==> src/sv/nls_pkg.sv <==
// Shared types and constants for the numeric literal scanner.
// Depends on nothing; every other file of the block imports it.
package nls_pkg;

   // Longest literal the length counters distinguish; longer ones saturate.
   localparam int unsigned MAX_LEN = 255;
   // Counters hold up to MAX_LEN + 1, which means "more than MAX_LEN".
   localparam int unsigned LEN_W = $clog2(MAX_LEN + 2);
   localparam logic [LEN_W-1:0] MAX_LEN_L = LEN_W'(MAX_LEN);
   localparam logic [LEN_W-1:0] LEN_OVER = LEN_W'(MAX_LEN + 1);
   // Width and ceiling of the reported length field.
   localparam int unsigned OUT_W = 8;
   localparam int unsigned OUT_MAX = 255;
   localparam int unsigned CP_W = 16;

   localparam logic [CP_W-1:0] CH_DOT = 16'h002E;
   localparam logic [CP_W-1:0] CH_0 = 16'h0030;
   localparam logic [CP_W-1:0] CH_1 = 16'h0031;
   localparam logic [CP_W-1:0] CH_7 = 16'h0037;
   localparam logic [CP_W-1:0] CH_9 = 16'h0039;
   localparam logic [CP_W-1:0] CH_UA = 16'h0041;
   localparam logic [CP_W-1:0] CH_UB = 16'h0042;
   localparam logic [CP_W-1:0] CH_UE = 16'h0045;
   localparam logic [CP_W-1:0] CH_UF = 16'h0046;
   localparam logic [CP_W-1:0] CH_UO = 16'h004F;
   localparam logic [CP_W-1:0] CH_UX = 16'h0058;
   localparam logic [CP_W-1:0] CH_LA = 16'h0061;
   localparam logic [CP_W-1:0] CH_LB = 16'h0062;
   localparam logic [CP_W-1:0] CH_LE = 16'h0065;
   localparam logic [CP_W-1:0] CH_LF = 16'h0066;
   localparam logic [CP_W-1:0] CH_LN = 16'h006E;
   localparam logic [CP_W-1:0] CH_LO = 16'h006F;
   localparam logic [CP_W-1:0] CH_LX = 16'h0078;
   localparam logic [CP_W-1:0] CH_USCORE = 16'h005F;
   localparam logic [CP_W-1:0] CH_PLUS = 16'h002B;
   localparam logic [CP_W-1:0] CH_MINUS = 16'h002D;

   typedef enum logic [3:0] {
      PH_IDLE   = 4'd0,
      PH_ZERO   = 4'd1,
      PH_DOT    = 4'd2,
      PH_INT    = 4'd3,
      PH_FRAC   = 4'd4,
      PH_EXP_E  = 4'd5,
      PH_EXP_U  = 4'd6,
      PH_EXP_D  = 4'd7,
      PH_PREFIX = 4'd8,
      PH_DONE   = 4'd9
   } phase_type;

   typedef enum logic [1:0] {
      RADIX_DEC = 2'd0,
      RADIX_HEX = 2'd1,
      RADIX_BIN = 2'd2,
      RADIX_OCT = 2'd3
   } radix_type;

   typedef struct packed {
      phase_type        phase;
      logic [LEN_W-1:0] committed;
      logic [LEN_W-1:0] tentative;
      radix_type        radix;
      logic             overflow;
   } scan_state_type;

   // Character classes of one code point.
   typedef struct packed {
      logic dec;
      logic hex_letter;
      logic bin;
      logic oct;
      logic dot;
      logic zero;
      logic hex_mark;
      logic bin_mark;
      logic oct_mark;
      logic exp_mark;
      logic sign;
      logic uscore;
      logic big_n;
   } char_class_type;

endpackage

==> src/sv/numeric_literal_scanner.sv <==
// Top level of the numeric literal scanner: handshakes, registers, scan state.
// Depends on nls_pkg, nls_char_class and nls_step.
//
// The scanner takes one 16-bit code point per word and recognizes a numeric
// literal in the style of TypeScript: plain decimals, one fraction, 0x / 0b /
// 0o prefixed integers, underscores among digits, an exponent that counts only
// once it holds a digit, and an optional trailing n. A word with scan_start
// set opens a new scan and abandons any scan in progress without a result; a
// word with text_end set closes the text. When a character rejects the
// literal, or the text ends, exactly one result word gives the literal's
// length (0 if there is none), with length_saturated set when the literal was
// longer than the counter holds. Words after a decided scan and before the
// next scan_start produce nothing. The block takes one word every cycle: a
// word is captured in an input register, and from there the character
// classifier and the one-step transition logic update the scan state and load
// the result register. Only a stalled result that is still waiting, with
// another word behind it in the input register, holds off new words.

module numeric_literal_scanner (
   input  logic                       clock,
   input  logic                       reset,
   input  logic                       req_valid,
   output logic                       req_stall,
   input  logic [nls_pkg::CP_W-1:0]   req_code_point,
   input  logic                       req_scan_start,
   input  logic                       req_text_end,
   output logic                       rsp_valid,
   input  logic                       rsp_stall,
   output logic [nls_pkg::OUT_W-1:0]  rsp_match_length,
   output logic                       rsp_length_saturated
);
   import nls_pkg::*;

   // Input register.
   logic              in_valid_ff;
   logic              in_valid_in;
   logic [CP_W-1:0]   in_cp_ff;
   logic              in_start_ff;
   logic              in_end_ff;

   // Scan state carried from one character to the next.
   scan_state_type    state_ff;
   scan_state_type    state_in;

   // Result register.
   logic              out_valid_ff;
   logic              out_valid_in;
   logic [OUT_W-1:0]  out_len_ff;
   logic              out_sat_ff;

   char_class_type    cls;
   logic              step_emit;
   logic [OUT_W-1:0]  step_len;
   logic              step_sat;
   logic              advance;
   logic              take;
   logic              process;

   nls_char_class u_class (
      .code_point (in_cp_ff),
      .cls        (cls)
   );

   nls_step u_step (
      .cur              (state_ff),
      .cls              (cls),
      .scan_start       (in_start_ff),
      .text_end         (in_end_ff),
      .nxt              (state_in),
      .emit             (step_emit),
      .match_length     (step_len),
      .length_saturated (step_sat)
   );

   // The pipeline moves whenever the result register is free or being taken.
   assign advance = !out_valid_ff || !rsp_stall;
   assign process = in_valid_ff && advance;
   assign req_stall = in_valid_ff && !advance;
   assign take = req_valid && !req_stall;

   always_comb begin
      in_valid_in = in_valid_ff;
      if (take) begin
         in_valid_in = 1'b1;
      end else if (advance) begin
         in_valid_in = 1'b0;
      end
   end

   always_comb begin
      out_valid_in = out_valid_ff;
      if (advance) begin
         out_valid_in = process && step_emit;
      end
   end

   always_ff @(posedge clock) begin
      if (reset) begin
         in_valid_ff <= 1'b0;
         out_valid_ff <= 1'b0;
         state_ff <= '{phase: PH_IDLE, committed: '0, tentative: '0,
                       radix: RADIX_DEC, overflow: 1'b0};
      end else begin
         in_valid_ff <= in_valid_in;
         out_valid_ff <= out_valid_in;
         if (process) begin
            state_ff <= state_in;
         end
      end
   end

   always_ff @(posedge clock) begin
      if (take) begin
         in_cp_ff <= req_code_point;
         in_start_ff <= req_scan_start;
         in_end_ff <= req_text_end;
      end
      if (process && step_emit) begin
         out_len_ff <= step_len;
         out_sat_ff <= step_sat;
      end
   end

   assign rsp_valid = out_valid_ff;
   assign rsp_match_length = out_len_ff;
   assign rsp_length_saturated = out_sat_ff;

endmodule

==> src/sv/nls_char_class.sv <==
// Character classifier for the numeric literal scanner.
// Depends on nls_pkg for the character codes and the class struct.
module nls_char_class (
   input  logic [nls_pkg::CP_W-1:0] code_point,
   output nls_pkg::char_class_type  cls
);
   import nls_pkg::*;

   always_comb begin
      cls.dec = (code_point >= CH_0) && (code_point <= CH_9);
      cls.hex_letter = ((code_point >= CH_LA) && (code_point <= CH_LF)) ||
                       ((code_point >= CH_UA) && (code_point <= CH_UF));
      cls.bin = (code_point == CH_0) || (code_point == CH_1);
      cls.oct = (code_point >= CH_0) && (code_point <= CH_7);
      cls.dot = (code_point == CH_DOT);
      cls.zero = (code_point == CH_0);
      cls.hex_mark = (code_point == CH_LX) || (code_point == CH_UX);
      cls.bin_mark = (code_point == CH_LB) || (code_point == CH_UB);
      cls.oct_mark = (code_point == CH_LO) || (code_point == CH_UO);
      cls.exp_mark = (code_point == CH_LE) || (code_point == CH_UE);
      cls.sign = (code_point == CH_PLUS) || (code_point == CH_MINUS);
      cls.uscore = (code_point == CH_USCORE);
      // Only a lower-case n ends a literal as a big integer.
      cls.big_n = (code_point == CH_LN);
   end

endmodule

==> src/sv/nls_step.sv <==
// Per-character transition of the numeric literal scanner.
// Depends on nls_pkg; fed by nls_char_class, registered by the top level.
module nls_step (
   input  nls_pkg::scan_state_type  cur,
   input  nls_pkg::char_class_type  cls,
   input  logic                     scan_start,
   input  logic                     text_end,
   output nls_pkg::scan_state_type  nxt,
   output logic                     emit,
   output logic [nls_pkg::OUT_W-1:0] match_length,
   output logic                     length_saturated
);
   import nls_pkg::*;

   typedef enum logic [1:0] {
      ACT_MORE   = 2'd0,
      ACT_REJECT = 2'd1,
      ACT_FINAL  = 2'd2
   } act_type;

   function automatic logic [LEN_W-1:0] bump(input logic [LEN_W-1:0] v);
      return (v > MAX_LEN_L) ? LEN_OVER : v + LEN_W'(1);
   endfunction

   logic [LEN_W-1:0] base_committed;
   logic [LEN_W-1:0] bump_c;
   logic [LEN_W-1:0] bump_t;
   logic [LEN_W-1:0] len_cl;
   logic             sat_cl;
   logic             active;
   logic             run_mant;
   logic             allow_dot;
   logic             radix_ok;
   act_type          act;

   assign base_committed = scan_start ? '0 : cur.committed;
   assign bump_c = bump(base_committed);
   assign bump_t = bump(cur.tentative);

   always_comb begin
      case (cur.radix)
         RADIX_HEX: radix_ok = cls.dec || cls.hex_letter;
         RADIX_BIN: radix_ok = cls.bin;
         default:   radix_ok = cls.oct;
      endcase
   end

   always_comb begin
      nxt = cur;
      act = ACT_MORE;
      active = 1'b1;
      run_mant = 1'b0;
      allow_dot = 1'b0;
      if (scan_start) begin
         nxt.committed = '0;
         nxt.tentative = '0;
         nxt.radix = RADIX_DEC;
         nxt.overflow = 1'b0;
         if (cls.dot) begin
            nxt.tentative = LEN_W'(1);
            nxt.phase = PH_DOT;
         end else if (cls.zero) begin
            nxt.committed = LEN_W'(1);
            nxt.phase = PH_ZERO;
         end else begin
            nxt.phase = PH_INT;
            run_mant = 1'b1;
            allow_dot = 1'b1;
         end
      end else if (cur.phase == PH_IDLE || cur.phase == PH_DONE) begin
         active = 1'b0;
      end else begin
         unique case (cur.phase)
            PH_ZERO: begin
               if (cls.hex_mark || cls.bin_mark || cls.oct_mark) begin
                  nxt.radix = cls.hex_mark ? RADIX_HEX :
                              cls.bin_mark ? RADIX_BIN : RADIX_OCT;
                  nxt.committed = bump_c;
                  nxt.phase = PH_PREFIX;
               end else begin
                  nxt.phase = PH_INT;
                  run_mant = 1'b1;
                  allow_dot = 1'b1;
               end
            end
            PH_DOT: begin
               if (cls.dec) begin
                  nxt.committed = bump_t;
                  nxt.phase = PH_FRAC;
               end else begin
                  act = ACT_REJECT;
               end
            end
            PH_INT: begin
               run_mant = 1'b1;
               allow_dot = 1'b1;
            end
            PH_FRAC: begin
               run_mant = 1'b1;
            end
            PH_EXP_E: begin
               if (cls.sign || cls.uscore) begin
                  nxt.tentative = bump_t;
                  nxt.phase = PH_EXP_U;
               end else if (cls.dec) begin
                  nxt.committed = bump_t;
                  nxt.phase = PH_EXP_D;
               end else begin
                  act = ACT_REJECT;
               end
            end
            PH_EXP_U: begin
               if (cls.uscore) begin
                  nxt.tentative = bump_t;
               end else if (cls.dec) begin
                  nxt.committed = bump_t;
                  nxt.phase = PH_EXP_D;
               end else begin
                  act = ACT_REJECT;
               end
            end
            PH_EXP_D: begin
               if (cls.dec || cls.uscore) begin
                  nxt.committed = bump_c;
               end else if (cls.big_n) begin
                  nxt.committed = bump_c;
                  act = ACT_FINAL;
               end else begin
                  act = ACT_REJECT;
               end
            end
            PH_PREFIX: begin
               if (cls.uscore || radix_ok) begin
                  nxt.committed = bump_c;
               end else if (cls.big_n) begin
                  nxt.committed = bump_c;
                  act = ACT_FINAL;
               end else begin
                  act = ACT_REJECT;
               end
            end
            default: begin
               act = ACT_REJECT;
            end
         endcase
      end

      // Integer and fraction digits share one body; a dot is only legal
      // in the integer part.
      if (run_mant) begin
         if (cls.dec || cls.uscore) begin
            nxt.committed = bump_c;
         end else if (allow_dot && cls.dot) begin
            nxt.committed = bump_c;
            nxt.phase = PH_FRAC;
         end else if (cls.exp_mark) begin
            nxt.tentative = bump_c;
            nxt.phase = PH_EXP_E;
         end else if (cls.big_n) begin
            nxt.committed = bump_c;
            act = ACT_FINAL;
         end else begin
            act = ACT_REJECT;
         end
      end

      if (nxt.committed > MAX_LEN_L) begin
         nxt.overflow = 1'b1;
      end

      emit = active && ((act != ACT_MORE) || text_end);
      if (emit) begin
         nxt.phase = PH_DONE;
      end
   end

   always_comb begin
      len_cl = nxt.committed;
      sat_cl = nxt.overflow;
      if (len_cl > MAX_LEN_L) begin
         len_cl = MAX_LEN_L;
         sat_cl = 1'b1;
      end
      if (32'(len_cl) > OUT_MAX) begin
         match_length = OUT_W'(OUT_MAX);
         length_saturated = 1'b1;
      end else begin
         match_length = OUT_W'(len_cl);
         length_saturated = sat_cl;
      end
   end

endmodule

==> config.mk <==
export PLATFORM = sky130hd
export DESIGN_NAME = numeric_literal_scanner
export DESIGN_NICKNAME = d
export VERILOG_FILES = /design/src/sv/nls_pkg.sv /design/src/sv/numeric_literal_scanner.sv /design/src/sv/nls_char_class.sv /design/src/sv/nls_step.sv
export SDC_FILE = /design/constraint.sdc
export NUM_CORES = 1
export LEC_CHECK = 0
export BUFFER_PORTS_ARGS = -buffer_cell sky130_fd_sc_hd__buf_2
export CAP_MARGIN = 20
export CORE_MARGIN = 2
export CORE_UTILIZATION = 55
export DETAILED_ROUTE_END_ITERATION = 10
export PLACE_DENSITY = 0.74
export SLEW_MARGIN = 5
export SYNTH_ARGS = -nofsm -noshare
export SYNTH_HDL_FRONTEND = slang
export SYNTH_SLANG_ARGS = --single-unit
==> constraint.sdc <==
create_clock -name clock -period 4.1 [get_ports clock]
set_input_delay 0.205 -clock clock [delete_from_list [all_inputs] [get_ports clock]]
set_output_delay 0.205 -clock clock [all_outputs]
set_load 0.005 [all_outputs]
Word-level counts from Yosys, hierarchy flattened
Cells that the tools add are included.
{"block": "classes", "add_sub_neg": 2, "order_cmp": 11, "n_eq_ne": 27, "mux": 70, "reduce_logical": 39}
{"operator": "$mux 9", "count": 18}
{"operator": "$eq 16x7->1 const B", "count": 10}
{"operator": "$eq 16x6->1 const B", "count": 5}
{"operator": "$pmux 9 s6", "count": 1}
{"operator": "$mux 13", "count": 4}
{"operator": "$mux 24", "count": 2}
{"operator": "$gt 9x8->1 const B", "count": 4}
{"operator": "$ge 16x7->1 const B", "count": 2}
{"operator": "$le 16x6->1 const B", "count": 2}
{"operator": "$le 16x7->1 const B", "count": 2}
{"operator": "$mux 2", "count": 13}
{"operator": "$mux 4", "count": 6}
{"operator": "$mux 22", "count": 1}
{"operator": "$mux 1", "count": 19}
{"operator": "$add 9x1->9 const B", "count": 2}
{"operator": "$pmux 9 s2", "count": 1}
{"operator": "$eq 4x3->1 const B", "count": 4}
{"operator": "$ge 16x6->1 const B", "count": 1}
{"operator": "$logic_or 1x1->1", "count": 16}
{"operator": "$pmux 4 s4", "count": 1}
{"operator": "$pmux 2 s6", "count": 1}
{"operator": "$logic_and 1x1->1", "count": 10}
{"operator": "$eq 4x2->1 const B", "count": 2}
{"operator": "$eq 4x4->1 const B", "count": 2}
{"operator": "11 further kinds", "count": 20}
{"block": "word_totals", "reg_bits": 54, "input_bits": 22, "elab_cells": 161}

Longest topological paths before layout
{"block": "depth", "depth_word": 19, "depth_mapped": 15, "depth_no_buf": 13}

By module
A second synthesis with hierarchy kept.
{"block": "unflattened", "hier_cells": 463, "hier_area_um2": 4038.9}
{"mod": "numeric_literal_scanner", "instances": 1, "cells_per_inst": 147, "area_each_um2": 2034.5, "seq_area_each_um2": 1351.3}
{"mod": "nls_step", "instances": 1, "cells_per_inst": 283, "area_each_um2": 1737.9, "seq_area_each_um2": 0.0}
{"mod": "nls_char_class", "instances": 1, "cells_per_inst": 33, "area_each_um2": 266.5, "seq_area_each_um2": 0.0}

Least setup slack after synthesis
Ideal clock, no wire load.
{"block": "synth_path", "kind": "register -> register", "start": "register in_start_ff", "end": "register out_len_ff[1], in the netlist rsp_match_length[1], data pin", "setup_time_ns": 0.274, "t_arrival_ns": 3.177, "slack_ns": 0.649, "path_stages_with_launch": 14, "path_buffers": 2, "cell_sequence": "edfxtp_1 > clkbuf_1 > buf_1 > nor2b_1 > ha_1 > nand4_1 > nor2_1 > ha_1 > nor4_1 > nor3b_1 > a221o_1 > or3_1 > o2111ai_1 > nand3_1"}
{"block": "synth_between", "elab_chain_cells": 16, "elab_cells_between_ends": 22, "classes_between": "add/sub (1); order compare (3); mux (17); reduce/logical (1)"}
{"element": "from (decl)", "line_no": "numeric_literal_scanner.sv:38", "rtl": "logic in_start_ff;"}
{"element": "from (signal assigned)", "line_no": "numeric_literal_scanner.sv:115", "rtl": "in_start_ff <= req_scan_start;"}
{"element": "$mux 9", "line_no": "nls_step.sv:36", "rtl": "assign base_committed = scan_start ? '0 : cur.committed;"}
{"element": "$add 9x1->9 or $gt 9x8->1 (tied branches)", "line_no": "nls_step.sv:22", "rtl": "return (v > MAX_LEN_L) ? LEN_OVER : v + LEN_W'(1);"}
{"element": "$mux 9", "line_no": "nls_step.sv:22"}
{"element": "$mux 9", "line_no": "nls_step.sv:125, nls_step.sv:135"}
{"element": "$mux 9 (on tied branches)", "line_no": "nls_step.sv:133, nls_step.sv:123"}
{"element": "$pmux 9 s6", "line_no": "nls_step.sv:73", "rtl": "unique case (cur.phase)"}
{"element": "$mux 24", "line_no": "nls_step.sv:70", "rtl": "end else if (cur.phase == PH_IDLE || cur.phase == PH_DONE) begin"}
{"element": "$mux 24", "line_no": "nls_step.sv:54", "rtl": "if (scan_start) begin"}
{"element": "$mux 9", "line_no": "nls_step.sv:159", "rtl": "end else if (cls.big_n) begin"}
{"element": "$mux 9", "line_no": "nls_step.sv:156", "rtl": "end else if (cls.exp_mark) begin"}
{"element": "$mux 13", "line_no": "nls_step.sv:153", "rtl": "end else if (allow_dot && cls.dot) begin"}
{"element": "$mux 9", "line_no": "nls_step.sv:151", "rtl": "if (cls.dec || cls.uscore) begin"}
{"element": "$mux 22 *", "line_no": "nls_step.sv:150", "rtl": "if (run_mant) begin"}
{"element": "$gt 9x8->1", "line_no": "nls_step.sv:180", "rtl": "if (len_cl > MAX_LEN_L) begin"}
{"element": "$mux 9 *", "line_no": "nls_step.sv:180"}
{"element": "$gt 9x8->1", "line_no": "nls_step.sv:184", "rtl": "if (32'(len_cl) > OUT_MAX) begin"}
{"element": "to (signal assigned)", "line_no": "numeric_literal_scanner.sv:119", "rtl": "out_len_ff <= step_len;"}
{"element": "to (decl)", "line_no": "numeric_literal_scanner.sv:48", "rtl": "logic [OUT_W-1:0] out_len_ff;"}
Every way passes the cells marked *; elsewhere a longest branch is shown, timed or not. The select of a mux whose other input is x is not followed.
A chain may end at the register's enable or synchronous reset.

Final worst setup path
{"block": "layout_path", "start": "register in_cp_ff[3]", "end": "register out_len_ff[1], in the netlist rsp_match_length[1], enable pin"}
{"block": "layout_between", "elab_chain_cells": 18, "elab_cells_between_ends": 67, "classes_between": "order compare (7); eq/ne (15); mux (23); reduce/logical (22)"}
{"element": "from (decl)", "line_no": "numeric_literal_scanner.sv:37", "rtl": "logic [CP_W-1:0] in_cp_ff;"}
{"element": "from (signal assigned)", "line_no": "numeric_literal_scanner.sv:114", "rtl": "in_cp_ff <= req_code_point;"}
{"element": "$ge 16x7->1, or another cell as far along", "line_no": "nls_char_class.sv:11", "rtl": "cls.hex_letter = ((code_point >= CH_LA) && (code_point <= CH_LF)) ||"}
{"element": "$logic_and 1x1->1 (on tied branches)", "line_no": "nls_char_class.sv:11, nls_char_class.sv:12"}
{"element": "$logic_or 1x1->1", "line_no": "nls_char_class.sv:11"}
{"element": "$logic_or 1x1->1", "line_no": "nls_step.sv:42", "rtl": "RADIX_HEX: radix_ok = cls.dec || cls.hex_letter;"}
{"element": "$pmux 1 s2", "line_no": "nls_step.sv:41", "rtl": "case (cur.radix)"}
{"element": "$logic_or 1x1->1", "line_no": "nls_step.sv:133", "rtl": "if (cls.uscore || radix_ok) begin"}
{"element": "$mux 2", "line_no": "nls_step.sv:133"}
{"element": "$pmux 2 s6", "line_no": "nls_step.sv:73"}
{"element": "[... 2 more ...]"}
{"element": "$mux 2", "line_no": "nls_step.sv:156"}
{"element": "$mux 2", "line_no": "nls_step.sv:153"}
{"element": "$mux 2", "line_no": "nls_step.sv:151"}
{"element": "$mux 2 *", "line_no": "nls_step.sv:150"}
{"element": "$reduce_bool 2->1 *", "line_no": "nls_step.sv:171", "rtl": "emit = active && ((act != ACT_MORE) || text_end);"}
{"element": "$logic_or 1x1->1 *", "line_no": "nls_step.sv:171"}
{"element": "$logic_and 1x1->1 *", "line_no": "nls_step.sv:171"}
{"element": "$logic_and 1x1->1 *", "line_no": "numeric_literal_scanner.sv:118", "rtl": "if (process && step_emit) begin"}
Every way passes the cells marked *; elsewhere a longest branch is shown, timed or not.

==> qor.yml <==
syn2layout_area_growth_pct: 5.91
slew_headroom_pct: 19.5
power_density_nw_per_um2: 262
grt.total_usage_pct: 33.0
rr_endpoint: "rsp_match_length[1]$_SDFFCE_PN1P_"
ys.flop_type: "edfxtp_1"
fin_util_pct: 60.0
critPathRequiredTime_ns: 4.13
die_x_um: 93.0
vias: 4431
yosysSeqAreaShare_pct: 31.0
cp-start-kind: "flop"
ant_nets: 0
layout.cells.non_filler: 651
final_common_cell: "nor2_1"
syn_nets: 566
p_leak_nw: 1.65
end_kind: "flop"
holdCritPathClass: "input port to flop"
cts_hold_buf: 0
fmax_ghz: 0.274
ioPinCount: 33
min_from: "req_code_point[4]"
cts_resized: 0
h-tree-depth: 2
cts_buffers: 5
clockBufferDepth: 2
ys_types: 81
ys_seq_elements: 54
drt-total-wl_mm: 13.6
gp_congestion: 0.996
start_util_pct: 56.7
drtIter0Drc: 591
grt_max_degree: 32
skew_ns: 0.00804
finalSetupTns_ns: 0
die_h_um: 93.0
fillers: 718
crit_path_max_fanout: 20
drive_gt1_share_pct: 12.8
cts-root-buf: "clkbuf_8"
slew_violations: 0
cts_tree: "yes"
avgSynthCellArea_um2: 8.10
p_total_mw: 1.21
whs_path_depth: 1
hold_violations: 0
rsz0062_at_grt: "false"
dp_hpwl_mm: 10.1
fin_crit_sh_pct: 89.0
regArea_um2: 1350
status: "completed"
syn_inst: 538
grt_overflow: 0
synth_edf_count: 27
diodes: 0
yosysWarnings: 0
clk_pin_slew_ns: 0.10
dp.cells: 643
drc: 0
insertion_delay_ns: 0.31
syn_area_um2: 4360
reg2reg_slack_ns: 0.45
startpoint: "in_cp_ff[3]$_DFFE_PP_"
fin_nets: 576
min_period_ns: 3.65
tightest_slew_ns: 1.21
postCtsSetupRepairBufs: 0
setup_viol: 0
core_area_um2: 7690
clock-sinks: 54
grt_antenna_before_repair: 0
maxCapViolCount: 0
io_buffer_count: 32
crit_type: "flop to flop"
r2r_start: "in_cp_ff[3]$_DFFE_PP_"
synthArstFlopShare_pct: 0
hold_path_end: "in_cp_ff[4]$_DFFE_PP_"
ir_drop_v: 0.000209
drt-pass1-iter-count: 6
dieArea_um2: 8650
layout_common_cells: "nor2_1 (50), nand2_1 (46), o21ai_0 (40)"
wl_per_cell_um: 20.9
grt_pass1_vias: 4100
multi_input_area_um2: 2770
worstRegToRegCells: 9
via_per_inst: 6.81
arrival_ns: 3.68
num_rows: 32
grt_pass1_wl_mm: 22.3
-- report_power, final --
part | leakage (nW) | internal (mW) | switching (mW)
logic | 1.12 | 0.0986 | 0.159
registers | 0.481 | 0.604 | 0.0531
clock network | 0.0426 | 0.118 | 0.177
total | 1.65 | 0.821 | 0.389
-- stage by stage --
step,instance area (µm²),hold WS (ns),worst slack [ns]
6_report,4620,0.0637,0.450
3_5_place_dp,4530,0.383,0.600
4_1_cts,4620,0.0691,0.573
3_3_place_gp,4530,0.381,0.459
5_1_grt,4620,0.0595,0.218
2_1_floorplan,4360,0.304,0.649
-- synthesized netlist by cell type (3+ instances only) --
cell,n,area [µm²]
nor2_1,50,188
nand2_1,46,173
o21ai_0,40,200
a21oi_1,36,180
dfxtp_1,27,541
edfxtp_1,27,811
nand3_1,24,120
a211oi_1,18,135
inv_1,18,67.6
clkbuf_1,17,63.8
buf_2,16,80.1
nor3_1,13,65.1
mux2i_1,12,120
and3_1,9,56.3
nand2b_1,9,56.3
nand4_1,9,56.3
a31oi_1,8,50.1
nor2b_1,8,50.1
xor2_1,8,70.1
o31ai_1,7,52.6
ha_1,6,75.1
nor4b_1,6,52.6
or3_1,6,37.5
a21o_1,5,37.5
and4_1,5,43.8
o21a_1,5,37.5
a311oi_1,4,35.0
a41o_1,4,40.0
nand3b_1,4,30.0
o22ai_1,4,25.0
xnor2_1,4,35.0
a21boi_0,3,22.5
a31o_2,3,26.3
a41oi_1,3,26.3
and2_1,3,18.8
nor3b_1,3,22.5
nor4_1,3,18.8
nor4bb_1,3,30.0
o2111ai_1,3,26.3
o211a_1,3,30.0
o211ai_1,3,22.5
o21ai_1,3,15.0
-- metal layers --
layer / GRT usage (%) / vias to the layer above / wire length (µm)
met4: 7.23 / 0 / 183
met3: 5.24 / 21 / 1270
li1: - / 2077 / -
met5: 0 / - / 0
met1: 49.7 / 2071 / 6180
met2: 49.8 / 262 / 5980
-- kinds of logic (layout without fill, tap and decap cells) --
kind of cell,Yosys count,count (layout),synth area share [%]
DFF,54,54,31.0
muxes,14,14,3.27
and+or+nand+nor,218,218,27.4
AOI/OAI and AO/OA,179,179,28.7
xor gates and xnor gates,12,12,2.41
adders and majority gates,6,6,1.72
buffers and inverters,55,66,5.48
-- sequential cells by signal, indices dropped and copies added (netlist names) --
register and count:
in_cp_ff 16, rsp_match_length 8, rsp_length_saturated 1, state_ff 25, in_valid_ff 1, in_end_ff 1, rsp_valid 1, in_start_ff 1
-- area by class of cell --
class | count | area share [%]
Timing Repair Buffer | 40 | 4.77
Clock inverter | 2 | 0.190
Tap cell | 102 | 2.76
Sequential cell | 54 | 29.3
Clock buffer | 6 | 1.57
Multi-Input combinational cell | 429 | 60.0
Inverter | 18 | 1.46
-- critical path, cell delays in order, from the launching register on --
cell and delay, ns:
edfxtp_1 0.71, o21ai_0 0.30, nand2_1 0.24, o211ai_1 0.17, a221oi_2 0.97, a211oi_1 0.21, nor2_1 0.18, o21ai_1 0.18
nor2_1 0.19, buf_4 0.22
-- worst max-delay path by stage --
stage,end,cells after the start
after floorplan,rsp_match_length[1]$_SDFFCE_PN1P_,13
after global placement,rsp_match_length[4]$_SDFFCE_PN1P_,11
after detailed placement,rsp_match_length[4]$_SDFFCE_PN1P_,11
after CTS,rsp_match_length[4]$_SDFFCE_PN1P_,11
after global routing,rsp_match_length[4]$_SDFFCE_PN1P_,11
final,rsp_match_length[1]$_SDFFCE_PN1P_,9
No activity file was read; power rests on OpenSTA's default activity.
